===== config.mk =====
export PLATFORM = sky130hd
export DESIGN_NAME = mpmc_front
export DESIGN_NICKNAME = d
export VERILOG_FILES = /design/src/design/mpmc_pkg.sv /design/src/design/mpmc_front.sv
export SDC_FILE = /design/constraint.sdc
export NUM_CORES = 1
export LEC_CHECK = 0
export BUFFER_PORTS_ARGS = -buffer_cell sky130_fd_sc_hd__buf_2
export CAP_MARGIN = 25
export CELL_PAD_IN_SITES_DETAIL_PLACEMENT = 0
export CELL_PAD_IN_SITES_GLOBAL_PLACEMENT = 1
export CORE_AREA = 10 10 76 78
export CTS_BUF_LIST = sky130_fd_sc_hd__clkbuf_16
export DETAILED_ROUTE_END_ITERATION = 8
export DIE_AREA = 0 0 86 88
export GPL_ROUTABILITY_DRIVEN = 0
export PLACE_DENSITY = 0.7
export SETUP_SLACK_MARGIN = 0.3
export SLEW_MARGIN = 20
export SYNTH_ARGS = -nofsm -noshare
export SYNTH_HDL_FRONTEND = slang
export SYNTH_SLANG_ARGS = --single-unit

===== constraint.sdc =====
create_clock -name clk_i -period 2 [get_ports clk_i]
set_input_delay 0.4 -clock clk_i [delete_from_list [all_inputs] [get_ports clk_i]]
set_output_delay 0.4 -clock clk_i [all_outputs]
set_load 0.05 [all_outputs]

===== src/design/mpmc_pkg.sv =====
`default_nettype none
package mpmc_pkg;

  localparam int MAX_NODES   = 4096;
  localparam int ALPHABET    = 26;
  localparam int NODE_W      = $clog2(MAX_NODES);
  localparam int CNT_W       = $clog2(MAX_NODES + 1);
  localparam int LET_W       = $clog2(ALPHABET);
  localparam int CHILD_DEPTH = MAX_NODES * ALPHABET;
  localparam int CADDR_W     = $clog2(CHILD_DEPTH);
  localparam int SYM_W       = 5;
  localparam int COUNT_W     = 16;
  localparam int EP_W        = 8;
  localparam logic [EP_W-1:0] EP_LAST = EP_W'(2 ** EP_W - 2);
  localparam logic [EP_W-1:0] EP_FREE = '1;
  localparam int QDEPTH      = 4;
  localparam int QPTR_W      = $clog2(QDEPTH);
  localparam int QCNT_W      = $clog2(QDEPTH + 1);

  typedef enum logic [1:0] {
    CMD_CLEAR  = 2'd0,
    CMD_INSERT = 2'd1,
    CMD_BUILD  = 2'd2,
    CMD_SCAN   = 2'd3
  } op_e;

  typedef enum logic [1:0] {
    KIND_PATTERN = 2'd0,
    KIND_BUILD   = 2'd1,
    KIND_TOTAL   = 2'd2
  } kind_e;

  typedef struct packed {
    logic [1:0]       cmd;
    logic [SYM_W-1:0] symbol;
    logic             last;
  } in_t;

  typedef struct packed {
    kind_e              kind;
    logic [COUNT_W-1:0] match_count;
    logic               overflow;
  } out_t;

  typedef struct packed {
    op_e              op;
    logic [SYM_W-1:0] symbol;
    logic             sym_ok;
    logic             last;
  } cmd_t;

  typedef enum logic [4:0] {
    S_INIT,
    S_IDLE,
    S_INS_RD,
    S_INS_END,
    S_CNT_WR,
    S_B_RT_RD,
    S_B_RT_CHK,
    S_B_POP,
    S_B_CUR,
    S_B_FCUR,
    S_B_CH_RD,
    S_B_CH_CHK,
    S_B_W_RD,
    S_B_W_CHK,
    S_B_F_RD,
    S_SC_RD,
    S_SC_CHK,
    S_SC_F_RD,
    S_SC_T,
    S_SC_T_CHK,
    S_SC_END,
    S_EMIT,
    S_SWEEP
  } state_e;

  function automatic logic [CADDR_W-1:0] child_addr(input logic [NODE_W-1:0]  node,
                                                    input logic [CADDR_W-1:0] sym);
    return CADDR_W'(node) * CADDR_W'(ALPHABET) + sym;
  endfunction

endpackage
`default_nettype wire


===== src/design/mpmc_front.sv =====
`default_nettype none
module mpmc_front (
  input  wire logic            clk_i,
  input  wire logic            rst_ni,
  input  wire logic            push_i,
  input  wire mpmc_pkg::in_t   item_i,
  output      logic            full_o,
  output      logic            valid_o,
  output      mpmc_pkg::cmd_t  cmd_o,
  input  wire logic            take_i
);

  mpmc_pkg::cmd_t                   ent_q [mpmc_pkg::QDEPTH];
  mpmc_pkg::cmd_t                   cls;
  logic [mpmc_pkg::QPTR_W-1:0]      wr_q, wr_d, rd_q, rd_d;
  logic [mpmc_pkg::QCNT_W-1:0]      cnt_q, cnt_d;
  logic                             do_push, do_pop;

  // classify the raw item before it is queued
  always_comb begin
    cls.symbol = item_i.symbol;
    cls.last   = item_i.last;
    cls.sym_ok = 32'(item_i.symbol) < 32'(mpmc_pkg::ALPHABET);
    cls.op     = mpmc_pkg::op_e'(item_i.cmd);
  end

  assign full_o  = (cnt_q == mpmc_pkg::QCNT_W'(mpmc_pkg::QDEPTH));
  assign valid_o = (cnt_q != '0);
  assign cmd_o   = ent_q[rd_q];
  assign do_push = push_i && !full_o;
  assign do_pop  = take_i && valid_o;

  always_comb begin
    wr_d  = do_push ? wr_q + 1'b1 : wr_q;
    rd_d  = do_pop ? rd_q + 1'b1 : rd_q;
    cnt_d = cnt_q + mpmc_pkg::QCNT_W'(do_push) - mpmc_pkg::QCNT_W'(do_pop);
  end

  always_ff @(posedge clk_i) begin
    if (do_push) begin
      ent_q[wr_q] <= cls;
    end
  end

  always_ff @(posedge clk_i or negedge rst_ni) begin
    if (!rst_ni) begin
      wr_q  <= '0;
      rd_q  <= '0;
      cnt_q <= '0;
    end else begin
      wr_q  <= wr_d;
      rd_q  <= rd_d;
      cnt_q <= cnt_d;
    end
  end

endmodule
`default_nettype wire


Yosys cells after proc, flatten, opt, wreduce, memory -nomap -nowiden
Memories as Yosys holds them, arrays and structs flattened.
Cells that the tools add are included.

cells by class
  $add $sub $neg = 4
  order comparisons = 1
  eq/ne operators = 1
  muxes and demuxes = 2
  reduce and logical (&&, ||, !) cells = 4

operators by type and width
  kind                   count
  $lt A5 B5 Y1 const B   1
  $add A2 B1 Y2 const B  2
  $add A3 B1 Y3          1
  $eq A3 B3 Y1 const B   1
  $reduce_bool A3 Y1     1
  $sub A3 B1 Y3          1
  $logic_and A1 B1 Y1    2
  $mux W1                2
  $logic_not A1 Y1       1

storage, ports and cells
  flip-flop bits (word level) = 7
  bits in writable memories = 36
  memories kept = 1

memories
  name   depth  width  read ports  clocked after memory_dff  wr ports  line              RTL
  ent_q  4      9      1           0                         1         mpmc_front.sv:13  mpmc_pkg::cmd_t ent_q [mpmc_pkg::QDEPTH];

Logic depth before layout (Yosys ltp)
Gate-level depths: netlist (run 1).

  depth after elaboration = 5
  mapped depth = 8
  depth with buffers taken out = 8

Worst setup path after synthesis (run 1)
No wires, ideal clock.

  kind = register -> register
  start point = register cnt_q[1] (netlist bit)
  end point = register cnt_q[2] (netlist bit)
  setup time = 123 ps
  data arrival time = 2,180 ps
  required time = 1,877 ps
  setup slack = -303 ps
  cell stages (with the launch flop) = 9
  clock period less this slack = 2,303 ps
  path through = dfrtp_1 > nor3b_4 > nand2b_1 > ha_1 > inv_1 > ha_1 > fa_1 > xnor2_1 > xnor2_1

between the ends
  cells in the longest elaborated chain, start to end = 5
  elaborated cells between the ends (all ways) = 7
  those cells by class = add/sub: 2; eq/ne: 1; reduce/logical: 4

RTL lines
  element                   line              RTL
  start: declaration        mpmc_front.sv:16  logic [mpmc_pkg::QCNT_W-1:0] cnt_q, cnt_d;
  start signal: assignment  mpmc_front.sv:53  cnt_q <= cnt_d;
  $eq A3 B3 Y1              mpmc_front.sv:27  assign full_o = (cnt_q == mpmc_pkg::QCNT_W'(mpmc_pkg::QDEPTH));
  named net full_o          mpmc_front.sv:7   output logic full_o,
  $logic_not A1 Y1          mpmc_front.sv:30  assign do_push = push_i && !full_o;
  $logic_and A1 B1 Y1       mpmc_front.sv:30
  $add A3 B1 Y3             mpmc_front.sv:36  cnt_d = cnt_q + mpmc_pkg::QCNT_W'(do_push) - mpmc_pkg::QCNT_W'(do_pop);
  $sub A3 B1 Y3             mpmc_front.sv:36
  named net cnt_d, one bit  mpmc_front.sv:16

The timed path passes the listed nets, and every way through them passes these cells.
A chain may end at the register's enable or synchronous reset.

Worst setup path in the final report (run 1)
  start point = register cnt_q[1] (netlist bit)
  end point = register cnt_q[2] (netlist bit)

between the ends
  elaborated cells between the ends (all ways) = 7
  those cells by class = add/sub: 2; eq/ne: 1; reduce/logical: 4

RTL lines
  element                   line              RTL
  $reduce_bool A3 Y1        mpmc_front.sv:28  assign valid_o = (cnt_q != '0);
  $logic_and A1 B1 Y1       mpmc_front.sv:31  assign do_pop = take_i && valid_o;
  named net do_pop          mpmc_front.sv:17  logic do_push, do_pop;
  $sub A3 B1 Y3             mpmc_front.sv:36
  named net cnt_d, one bit  mpmc_front.sv:16

The timed path passes the listed nets, and every way through them passes these cells.

==> results of run 1 <==
## per-layer routing
metal  up-vias  wire [um]  GRT usage, %
li1        427          -             -
met1       475       1340          10.0
met2        21       1630          15.1
met3         8        154          3.25
met4         0         59          5.69
met5         -          0             0
## placed cells by master, fill, tap and decap left out, drive strengths merged
| cell type | synthesis | final |
|---|---|---|
| and3b | 4 | 4 |
| buf | 2 | 34 |
| clkbuf | 0 | 5 |
| clkinv | 0 | 2 |
| clkinvlp | 0 | 1 |
| dfrtp | 7 | 7 |
| dlygate4sd3 | 0 | 1 |
| edfxtp | 36 | 36 |
| fa | 1 | 1 |
| ha | 6 | 6 |
| inv | 5 | 5 |
| mux4 | 9 | 9 |
| nand2 | 1 | 1 |
| nand2b | 4 | 4 |
| nand4bb | 2 | 2 |
| nor3b | 1 | 1 |
| o211ai | 3 | 3 |
| o311ai | 1 | 1 |
| o31a | 1 | 1 |
| or3 | 1 | 1 |
| xnor2 | 3 | 3 |
| xor2 | 1 | 1 |
## power groups by stage
| stage | logic (mW) | clock network, mW | registers (mW) |
|---|---|---|---|
| floorplan | 1.16 | 0 | 1.33 |
| global placement | 1.57 | 0 | 1.30 |
| detailed placement | 1.60 | 0 | 1.32 |
| CTS | 1.95 | 0.785 | 1.30 |
| global route | 2.19 | 0.822 | 1.32 |
| finish | 2.06 | 0.769 | 1.30 |
## logic make-up after synthesis
| group | share of synthesized area [%] |
|---|---|
| AO/OA/AOI/OAI | 2.32 |
| flip-flops | 70.7 |
| XOR/XNOR | 1.97 |
| adder cells (fa/ha/maj) | 5.35 |
| multiplexers | 11.4 |
| buffers and inverters | 1.97 |
| AND/OR/NAND/NOR | 6.33 |
## per-stage QoR
step	hold slack (ns)	instances
finish	0.336	181
floorplan	0.104	88
global placement	0.238	167
CTS	0.329	181
detailed placement	0.243	167
global route	0.340	181
## path summary, 6_finish.rpt
| kind | from | to | slack (ns) | cells past startpoint |
|---|---|---|---|---|
| max | cnt_q[1] | cnt_q[2] | 0.03 | 7 |
| min in group asynchronous | rst_ni | rd_q[0] | 0.48 | 2 |
| min | item_i[6] | ent_q[3][7] | 0.34 | 1 |
| max in group asynchronous | rst_ni | cnt_q[0] | 1.34 | 2 |
| min reg2reg | wr_q[1] | wr_q[1] | 0.61 | 2 |
| max reg2reg | cnt_q[1] | cnt_q[2] | 0.03 | 7 |
## state kept, by name, indices dropped and copies added, names as in the netlist
signal and count:
cnt_q 3, ent_q 36, rd_q 2, wr_q 2
## cell type report
| cell class | count | area [um^2] |
|---|---|---|
| Clock buffer | 5 | 125 |
| Timing Repair Buffer | 35 | 344 |
| Sequential cell | 43 | 1260 |
| Tap cell | 52 | 65.1 |
| Inverter | 5 | 18.8 |
| Clock inverter | 3 | 20.0 |
| Fill cell | 349 | 1930 |
| Multi-Input combinational cell | 38 | 532 |
## timing repair
action | in CTS | in global routing
hold buffers | 1 | 0
gates resized for setup | 30 | 13
pin swaps | 6 | 4
setup endpoints to repair | 13 | 40
setup buffers | 5 | 0
endpoints found under the hold margin | 7 | 0
==> impl_results.md, run 1 <==
* Status: complete, no violations
* Net count, final at 147
* Area added between synthesis and finish at 32.9%
* EDFF count, synth at 36
* Number of antenna violations at the first check in global routing at 0
* Pleak at 0.879 nW
* Final Cell Area at 0.00236 mm^2
* Root buffer cell: clkbuf_16
* IO Port Bufs at 22
* Post-place setup slack at 0.0357 ns
* Most numerous cell on the critical path: ha_4
* Synth warnings at 0
* Via density per instance at 5.14
* Final Max Tran Viols at 0
* Max-slew headroom at the worst pin at 66.3%
* Async S/R FF share, synth at 16.3%
* Gr ovfl total at 0
* Vias in the first global route at 1062
* Total power at 4.13 mW
* Max incr delay on CP at 0.40 ns
* Top post-synthesis cells by count: 36 x edfxtp_1, 9 x mux4_2, 7 x dfrtp_1
* Core area at 0.00429 mm^2
* DP Area at 0.00201 mm^2
* Setup ws final at about 0.027 ns
* Clock transition at path regs at 0.06 ns
* Mapped Nets at 107
* Routed WL at 3180 um
* Worst Tran Pin Value at a little over 0.5 ns
* Initial Utilization at 41.4%
* Final setup viols at 0
* CTS Buf Count at 5
* I/O pins at 23
* Die Height at 88 um
* Pint at 2.64 mW
* Crit path arrival time at approximately 2.1 ns
* Die X at approximately 86 um
* Final Cycle Share at 98.7%
* Syn Area/Cell at 20.2 um^2
* Critical path's slowest cell: dfrtp_1
* Achievable frequency at 0.507 GHz
* CTS tree: built
* Clock Latency Late Sink at 0.28 ns
* Count of cell types in the netlist at 19
* Synth Instances at 88
* Max-cap violations at 0
* Setup TNS at 0 ns
* Global-route wire length before repair at 5290 um
* Most frequent cell after synthesis: edfxtp_1
* DP Wirelength at 2130 um
* Worst path required time at 2.17 ns
* Seq/Total Area, Yosys at between 70 and 80%
* Layout Utilization at 55.0%
* Dominant cell type by area after synthesis: edfxtp_1
* DRT iter0 DRCs at ~50
* Via count at 931
* Die area at 0.00757 mm^2
* Mean routed wirelength per cell at 17.6 um
* P per Cell Area at ~1800 mW/mm^2
* Switching part of the total at 36.1%
* CP max FO at 2
* Drt pass-1 iters at 4
* Crit-path cells: o31a_2 -> ha_4 -> inv_2 -> ha_4 -> fa_2 -> xnor2_2 -> xnor2_1
* Clk_skew at 0.00338 ns
* Delay-heaviest family, CP: adder cells
* Kind of critical path: flop to flop
* Clock power frac at 18.6%
* Gr usage total at a little under a tenth
* Post-DRT Antenna Nets at 0
* Flops & latches, synth at between 40 and 50
* Top post-synthesis cells by area: edfxtp_1 61%, mux4_2 11%, dfrtp_1 9.9%, ha_1 4.2%, and3b_1 2.0%
* Predominant post-synthesis flop cell: edfxtp_1
* Combinational share of power at 49.9%
* Largest net degree at the start of global routing at 15
* CP Launch Type: flop
* Mapped cell area at 0.00178 mm^2
* Sequential share of power at 31.5%
* Min-Delay Path Class: input port to flop
* Drt drc at 0
* Post-synth top area share at 60.8%
* Ant. Diodes at 0
* Layout cell share with drive strength beyond 1 at 48.1%
* H-tree Lvls at 2
* Row cnt at 24
* RSZ-0062 raised after global routing: yes
* Max IR drop VDD at 656 uV
* Clock buffer depth at 2
* Fin crit period at 1.97 ns
* Final Hold Viols at 0
* Net switching power figure at 1.49 mW
* CP endpoint kind: flop
* Clock sink count at 43
* CP bufs+invs at 1
No activity file was read; power rests on OpenSTA's default activity.
==> run 2: changes to the inputs <==
ABC_AREA = 1   (was unset)
CORE_AREA = 10 10 80 82   (was 10 10 76 78)
DIE_AREA = 0 0 90 92   (was 0 0 86 88)
==> impl_results.md, run 2 <==
* Initial Utilization at 37.8% (-3.6 points)
* Synth Instances at 171 (+94%)
* Predominant post-synthesis flop cell: edfxtp_1
* Post-synth top area share at 58.3% (-2.5 points)
* Most frequent cell after synthesis: nand2_1
* Count of cell types in the netlist at 17 (-2)
* Die area at 0.00828 mm^2 (+9.4%)
* Post-DRT Antenna Nets at 0 (unchanged)
* P per Cell Area at 1730 mW/mm^2 (-1.4%)
* Clock Latency Late Sink at 0.28 ns (about the same)
* Flops & latches, synth at 43 (unchanged)
* Row cnt at 26 (+8.3%)
* Sequential share of power at 31.3% (-0.2 points)
* Achievable frequency at 0.544 GHz (+7.4%)
* Worst reg2reg path depth at 10 (+3)
* Non-filler cells in the finished layout at 282 (+56%)
* Fin crit period at 1.84 ns (-0.136 ns)
* Top post-synthesis cells by area: edfxtp_1 58%, dfrtp_1 9.4%, nand2_1 9.1%, nor2_1 4.7%, inv_1 4.2%
* I/O pins at 23 (unchanged)
* Dominant cell type by area after synthesis: edfxtp_1
* Largest Register: ent_q
* Via count at 1265 (+36%)
* Pint at 2.45 mW (-7.2%)
* Final Cycle Share at 91.9% (-6.8 points)
* Top post-synthesis cells by count: 45 x nand2_1, 36 x edfxtp_1, 23 x nor2_1
* Crit path arrival time at 1.44 ns (-0.70 ns)
* Min-delay src: item_i[1]
* Crit-path cells: buf_6 -> clkbuf_16 -> o21ai_1 -> nand2_1 -> nand2_1 -> buf_6
* Vias in the first global route at 1281 (+21%)
* Gr usage total at 9.46% (+0.25 points)
* IO Port Bufs at 22 (unchanged)
* Drt drc at 0 (unchanged)
* DP Area at 0.00209 mm^2 (+3.9%)
* Biggest registers after layout: ent_q (36), cnt_q (3)
* Ant. Diodes at 0 (unchanged)
* Final setup viols at 0 (unchanged)
* Worst path required time at 1.60 ns (-0.57 ns)
* Max IR drop VDD at 693 uV (+5.6%)
* Critical path's slowest cell: dfrtp_2
* Final Hold Viols at 0 (unchanged)
* H-tree Lvls at 2 (unchanged)
* Largest family of logic cells by synthesized area: simple AND/OR/NAND/NOR gates
* Net switching power figure at 1.79 mW (+20%)
* Gr ovfl total at 0 (unchanged)
* Synth warnings at 0 (unchanged)
* Most frequent cells in the layout: 41 x nand2_1, 36 x edfxtp_1, 20 x inv_1
* Global-route wire length before repair at 6340 um (+20%)
* Mapped Nets at 190 (+78%)
* Layout Utilization at 50.0% (-5.0 points)
* Kind of critical path: flop to output port
* Reg2Reg Launch Point: cnt_q[0]
* RSZ-0062 raised after global routing: yes
* CTS tree: built
* Final Cell Area at 0.00246 mm^2 (+4.0%)
* Delay-heaviest family, CP: buffers and inverters
* Fin Hold WS at 0.337 ns (+0.000902 ns)
* Hold EP: ent_q[0][2]
* Hold Path Stages at 1 (unchanged)
* Async S/R FF share, synth at 16.3% (unchanged)
* Final Max Tran Viols at 0 (unchanged)
* Die Height at 92 um (+4.5%)
* Number of flip-flops in the largest register at 36 (unchanged)
* Status: complete, no violations
* Commonest non-fill, non-tap cell in the layout: nand2_1
* Via density per instance at 4.49 (-13%)
* DRT iter0 DRCs at 52 (+2.0%)
* EDFF count, synth at 36 (unchanged)
* Total power at 4.24 mW (+2.5%)
* Pleak at 1.07 nW (+21%)
* Drt pass-1 iters at 4 (unchanged)
* Syn Area/Cell at 10.9 um^2 (-46%)
* Min-Delay Path Class: input port to flop
* Largest net degree at the start of global routing at 20 (+5)
* Seq/Total Area, Yosys at 67.7% (-3.0 points)
* Max-slew headroom at the worst pin at 66.2% (-0.097 points)
* Clock power frac at 17.8% (-0.8 points)
* Post-Synth Adder-Cell Area at 5.12% (-0.22 points)
* Net count, final at 230 (+56%)
* Clock sink count at 43 (unchanged)
* Mean routed wirelength per cell at 13.7 um (-22%)
* Clock buffer depth at 2 (unchanged)
* Max-cap violations at 0 (unchanged)
* CP max FO at 6 (+4)
* DP Wirelength at 2600 um (+22%)
* Cells after DPL at 264 (+58%)
* Combinational share of power at 51.0% (+1.1 points)
* Simple-gate share of the synthesized area at 15.8% (+9.5 points)
* Setup TNS at 0 ns (unchanged)
* CP endpoint kind: output port
* Clock transition at path regs at 0.06 ns (about the same)
* Switching part of the total at 42.2% (+6.1 points)
* Clk_skew at 0.00278 ns (-0.000604 ns)
* CP bufs+invs at 3 (+2)
* Routed WL at 3860 um (+21%)
* Root buffer cell: clkbuf_16
* Mapped cell area at 0.00186 mm^2 (+4.4%)
* CP Launch Type: flop
* Setup ws final at 0.162 ns (+0.136 ns)
* Post-place setup slack at 0.0895 ns (+0.0538 ns)
* Worst Tran Pin Value at 0.506 ns (+0.000916 ns)
* Max incr delay on CP at 0.44 ns (+0.04 ns)
* Area added between synthesis and finish at 32.4%
* Mux cell area share after synthesis at 0% (-11 points)
* Die X at 90 um (+4.7%)
* CTS Buf Count at 5 (unchanged)
* Number of antenna violations at the first check in global routing at 0 (unchanged)
* Layout cell share with drive strength beyond 1 at 27.8% (-20 points)
* Compound-gate portion of the synthesized area at 5.26% (+2.9 points)
* Flop-to-flop setup slack at 0.18 ns (+0.15 ns)
* Worst R2R End: cnt_q[2]
* Core area at 0.00491 mm^2 (+14%)
* Synth Area in XOR/XNOR at 0% (-2.0 points)
-- run 2: cell count changes in the layout (fill, tap and decap cells not counted), moves of 4 or more --
cell | previous run | this run
nand2_1 | 1 | 41
nor2_1 | 0 | 19
inv_1 | 4 | 20
o21ai_1 | 0 | 14
buf_8 | 11 | 1
mux4_2 | 9 | 0
buf_6 | 3 | 11
nand2_4 | 0 | 4
nand3_1 | 0 | 4
-- run 2: power by group through the flow --
stage / combinational [mW] / clock (mW) / sequential, mW
2_1_floorplan: 1.29 / 0 / 1.29
3_3_place_gp: 1.65 / 0 / 1.31
3_5_place_dp: 1.70 / 0 / 1.32
4_1_cts: 2.00 / 0.765 / 1.32
5_1_grt: 2.36 / 0.815 / 1.34
6_report: 2.16 / 0.753 / 1.32
-- run 2: repair_timing --
action                                  in CTS  in global routing
cloned                                       0                  1
endpoints found under the setup margin      21                 28
hold buffers                                 1                  0
endpoints found under the hold margin        7                  0
resized for setup                           28                 15
pin swaps                                    2                  4
setup buffers                                4                  4
-- run 2: cell families (layout without fill, tap and decap cells) --
family	count (synthesis)	after routing
compound gates	19	19
fa+ha+maj	7	7
buf+inv	28	69
flops	43	43
simple gates	74	74
-- run 2: worst max path at each step --
stage / from / end / slack, ns / depth (start not counted)
after floorplan: cnt_q[0] / cnt_q[2] / 0.13 / 10
after global placement: cnt_q[0] / cnt_q[1] / 0.17 / 7
after detailed placement: cnt_q[0] / cnt_q[1] / 0.09 / 7
after CTS: cnt_q[1] / cnt_q[2] / 0.19 / 10
after global routing: rd_q[0] / cmd_o[0] / 0.13 / 6
final: rd_q[0] / cmd_o[0] / 0.16 / 6
-- run 2: layer usage --
| metal | part of all wire, % | up-vias | track usage, % |
|---|---|---|---|
| li1 | - | 631 | - |
| met4 | 1.1 | 0 | 3.18 |
| met2 | 50 | 23 | 16.2 |
| met1 | 45 | 606 | 11.1 |
| met5 | 0 | - | 0 |
| met3 | 3.8 | 5 | 2.93 |
-- run 2: worst reg2reg max path, delay by kind of cell (launching register included) --
kind / cells / cell delay, ns
buf+inv: 2 / 0.07
simple gates: 5 / 0.55
flops: 1 / 0.41
fa+ha+maj: 3 / 0.72
-- run 2: cell type report --
| class | instances | area, um^2 |
|---|---|---|
| inverters | 24 | 95.1 |
| well taps | 70 | 87.6 |
| clock inverters | 3 | 11.3 |
| clock buffers | 5 | 125 |
| repair buffers | 37 | 317 |
| flip-flops and latches | 43 | 1260 |
| multi-input cells | 100 | 563 |
| fillers | 443 | 2460 |
==> run 3: changes to the inputs <==
CELL_PAD_IN_SITES_DETAIL_PLACEMENT = 1   (was 0)
CELL_PAD_IN_SITES_GLOBAL_PLACEMENT = 2   (was 1)
CORE_AREA = 10 10 86 88   (was 10 10 80 82)
DIE_AREA = 0 0 96 98   (was 0 0 90 92)
PLACE_DENSITY = 0.72   (was 0.7)
==> impl_results.md, run 3 (synthesis gave the netlist of run 2 again) <==
* Register area at 0.00126 mm^2 (unchanged)
* Largest net degree at the start of global routing at 29 (+45%)
* Number of antenna violations at the first check in global routing at 0 (unchanged)
* Biggest registers after layout: ent_q (36), cnt_q (3)
* Layout Utilization at 42.5% (-7.5 points)
* Setup TNS at 0 ns (unchanged)
* Clock buffer depth at 2 (unchanged)
* Crit-path cells: buf_12 -> nor2_1 -> nor2_1 -> o21ai_1 -> nand2_1 -> buf_6
* Fin crit period at 1.79 ns (-0.0521 ns)
* Commonest non-fill, non-tap cell in the layout: nand2_1
* Area added between synthesis and finish at 31.5%
* Routed WL at 4070 um (+5.5%)
* Critical path's slowest cell: dfrtp_2
* Kind of critical path: flop to output port
* I/O pins at 23 (unchanged)
* Drt pass-1 iters at 4 (unchanged)
* Layout fillers at 638 (+44%)
* Die Height at 98 um (+6.5%)
* Clock power frac at 17.8% (about the same)
* Max IR drop VDD at 651 uV (-6.1%)
* CP endpoint kind: output port
* Final Cell Area at 0.00244 mm^2 (-0.66%)
* Die area at 0.00941 mm^2 (+14%)
* Die X at 96 um (+6.7%)
* Via density per instance at 4.39 (-2.1%)
* Combinational share of power at 50.8% (-0.2 points)
* Final Hold Viols at 0 (unchanged)
* Gr usage total at 8.69% (-0.77 points)
* Multi-input gate area at 554 um^2 (-1.6%)
* Switching part of the total at 42.4% (+0.24 points)
* CTS Buf Count at 5 (unchanged)
* Via count at 1251 (-1.1%)
* Final setup viols at 0 (unchanged)
* Max-cap violations at 0 (unchanged)
* IO Port Bufs at 22 (unchanged)
* Core area at 0.00575 mm^2 (+17%)
* Max incr delay on CP at 0.45 ns (about the same)
* Largest Register: ent_q
* Layout cell share with drive strength beyond 1 at 27.1% (-0.69 points)
* Achievable frequency at 0.560 GHz (+2.9%)
* Row cnt at 28 (+7.7%)
* Clock sink count at 43 (unchanged)
* Status: complete, no violations
* CP Launch Type: flop
* P per Cell Area at 1730 mW/mm^2 (about the same)
* H-tree Lvls at 2 (unchanged)
* Max-slew headroom at the worst pin at 62.1% (-4.1 points)
* Initial Utilization at 32.3% (-5.5 points)
* Mean routed wirelength per cell at 14.3 um (+4.4%)
* Net count, final at 228 (-0.87%)
* DP Area at 0.00207 mm^2 (-0.54%)
* Post-DRT Antenna Nets at 0 (unchanged)
* Final Cycle Share at 89.3% (-2.6 points)
* Final Max Tran Viols at 0 (unchanged)
* Most numerous cell on the critical path: nor2_1
* Number of flip-flops in the largest register at 36 (unchanged)
* DRT iter0 DRCs at 76 (+46%)
* Net switching power figure at 1.79 mW (about the same)
* DP Wirelength at 2700 um (+4.1%)
* Sequential share of power at 31.4% (about the same)
* Most frequent cells in the layout: 42 x nand2_1, 36 x edfxtp_1, 21 x inv_1
* CTS tree: built
* RSZ-0062 raised after global routing: yes
* Crit path arrival time at 1.39 ns (-0.05 ns)
* Ant. Diodes at 0 (unchanged)
* Worst Tran Pin Value at 0.568 ns (+0.0617 ns)
* Root buffer cell: clkbuf_16
* Drt drc at 0 (unchanged)
* CP max FO at 14 (+8)
* Clock Latency Late Sink at 0.28 ns (about the same)
* Global-route wire length before repair at 6530 um (+2.9%)
* Fin Hold WS at 0.339 ns (+0.00280 ns)
* Worst path required time at 1.60 ns (about the same)
* Clock transition at path regs at 0.06 ns (about the same)
* Pint at 2.43 mW (-1.0%)
* Vias in the first global route at 1409 (+10%)
* Min-Delay Path Class: input port to flop
* Gr ovfl total at 0 (unchanged)
* Clk_skew at 0.00300 ns (+0.000219 ns)
* Pleak at 1.05 nW (-1.5%)
[run 3: changes by cell type in the layout (fill, tap and decap cells not counted), moves of 2 or more]
cell	delta
o21ai_0	-3
clkinv_1	-2
buf_6	-2
o21ai_1	+4
[run 3: worst paths after layout]
path	start	endpoint	slack (ns)	depth (start not counted)
worst max-delay path	rd_q[0]	cmd_o[5]	0.21	6
worst min-delay path	item_i[7]	ent_q[0][8]	0.34	1
worst max register to register	cnt_q[0]	cnt_q[2]	0.22	10
worst min register to register	wr_q[1]	wr_q[1]	0.54	2
max in group asynchronous	rst_ni	rd_q[0]	1.33	2
min in group asynchronous	rst_ni	cnt_q[0]	0.49	2
[run 3: power groups by stage]
| stage | clock (mW) | sequential, mW | combinational (mW) |
|---|---|---|---|
| after floorplan | 0 | 1.29 | 1.29 |
| after global placement | 0 | 1.31 | 1.64 |
| after detailed placement | 0 | 1.32 | 1.71 |
| after CTS | 0.767 | 1.31 | 2.01 |
| after global routing | 0.808 | 1.34 | 2.34 |
| final | 0.751 | 1.32 | 2.14 |
[run 3: what timing repair did]
item	4_1_cts	5_1_grt
setup buffers	6	4
gates cloned	0	1
resized for setup	28	13
pin swaps	8	5
endpoints found under the setup margin	48	22
hold endpoints to repair	7	0
hold buffers	1	0
[run 3: routing by layer]
| layer | track usage [%] | part of all wire [%] | vias up |
|---|---|---|---|
| li1 | - | - | 629 |
| met4 | 3.06 | 0.66 | 0 |
| met5 | 0 | 0 | - |
| met1 | 9.63 | 41 | 594 |
| met2 | 15.4 | 53 | 24 |
| met3 | 2.14 | 5.4 | 4 |
[run 3: stage by stage]
stage | total power [mW] | cells | setup slack, ns
finish | 4.21 | 285 | 0.214
global route | 4.49 | 285 | 0.118
CTS | 4.09 | 280 | 0.190
detailed placement | 3.04 | 265 | 0.0745
global placement | 2.95 | 265 | 0.173
floorplan | 2.58 | 171 | 0.129
[run 3: area by class of cell]
type | instances | share of cell area [%]
clock buffers | 5 | 5.13
clock inverters | 3 | 0.513
inverters | 24 | 3.90
multi-input cells | 100 | 22.7
flip-flops and latches | 43 | 51.5
well taps | 75 | 3.85
repair buffers | 35 | 12.4
[run 3: worst max-delay path: cells and delay by family, from the launching register on]
kind	cells	cell delay (ns)
and+or+nand+nor	3	0.24
AOI/OAI and AO/OA	1	0.09
buffers and inverters	2	0.33
DFF	1	0.45
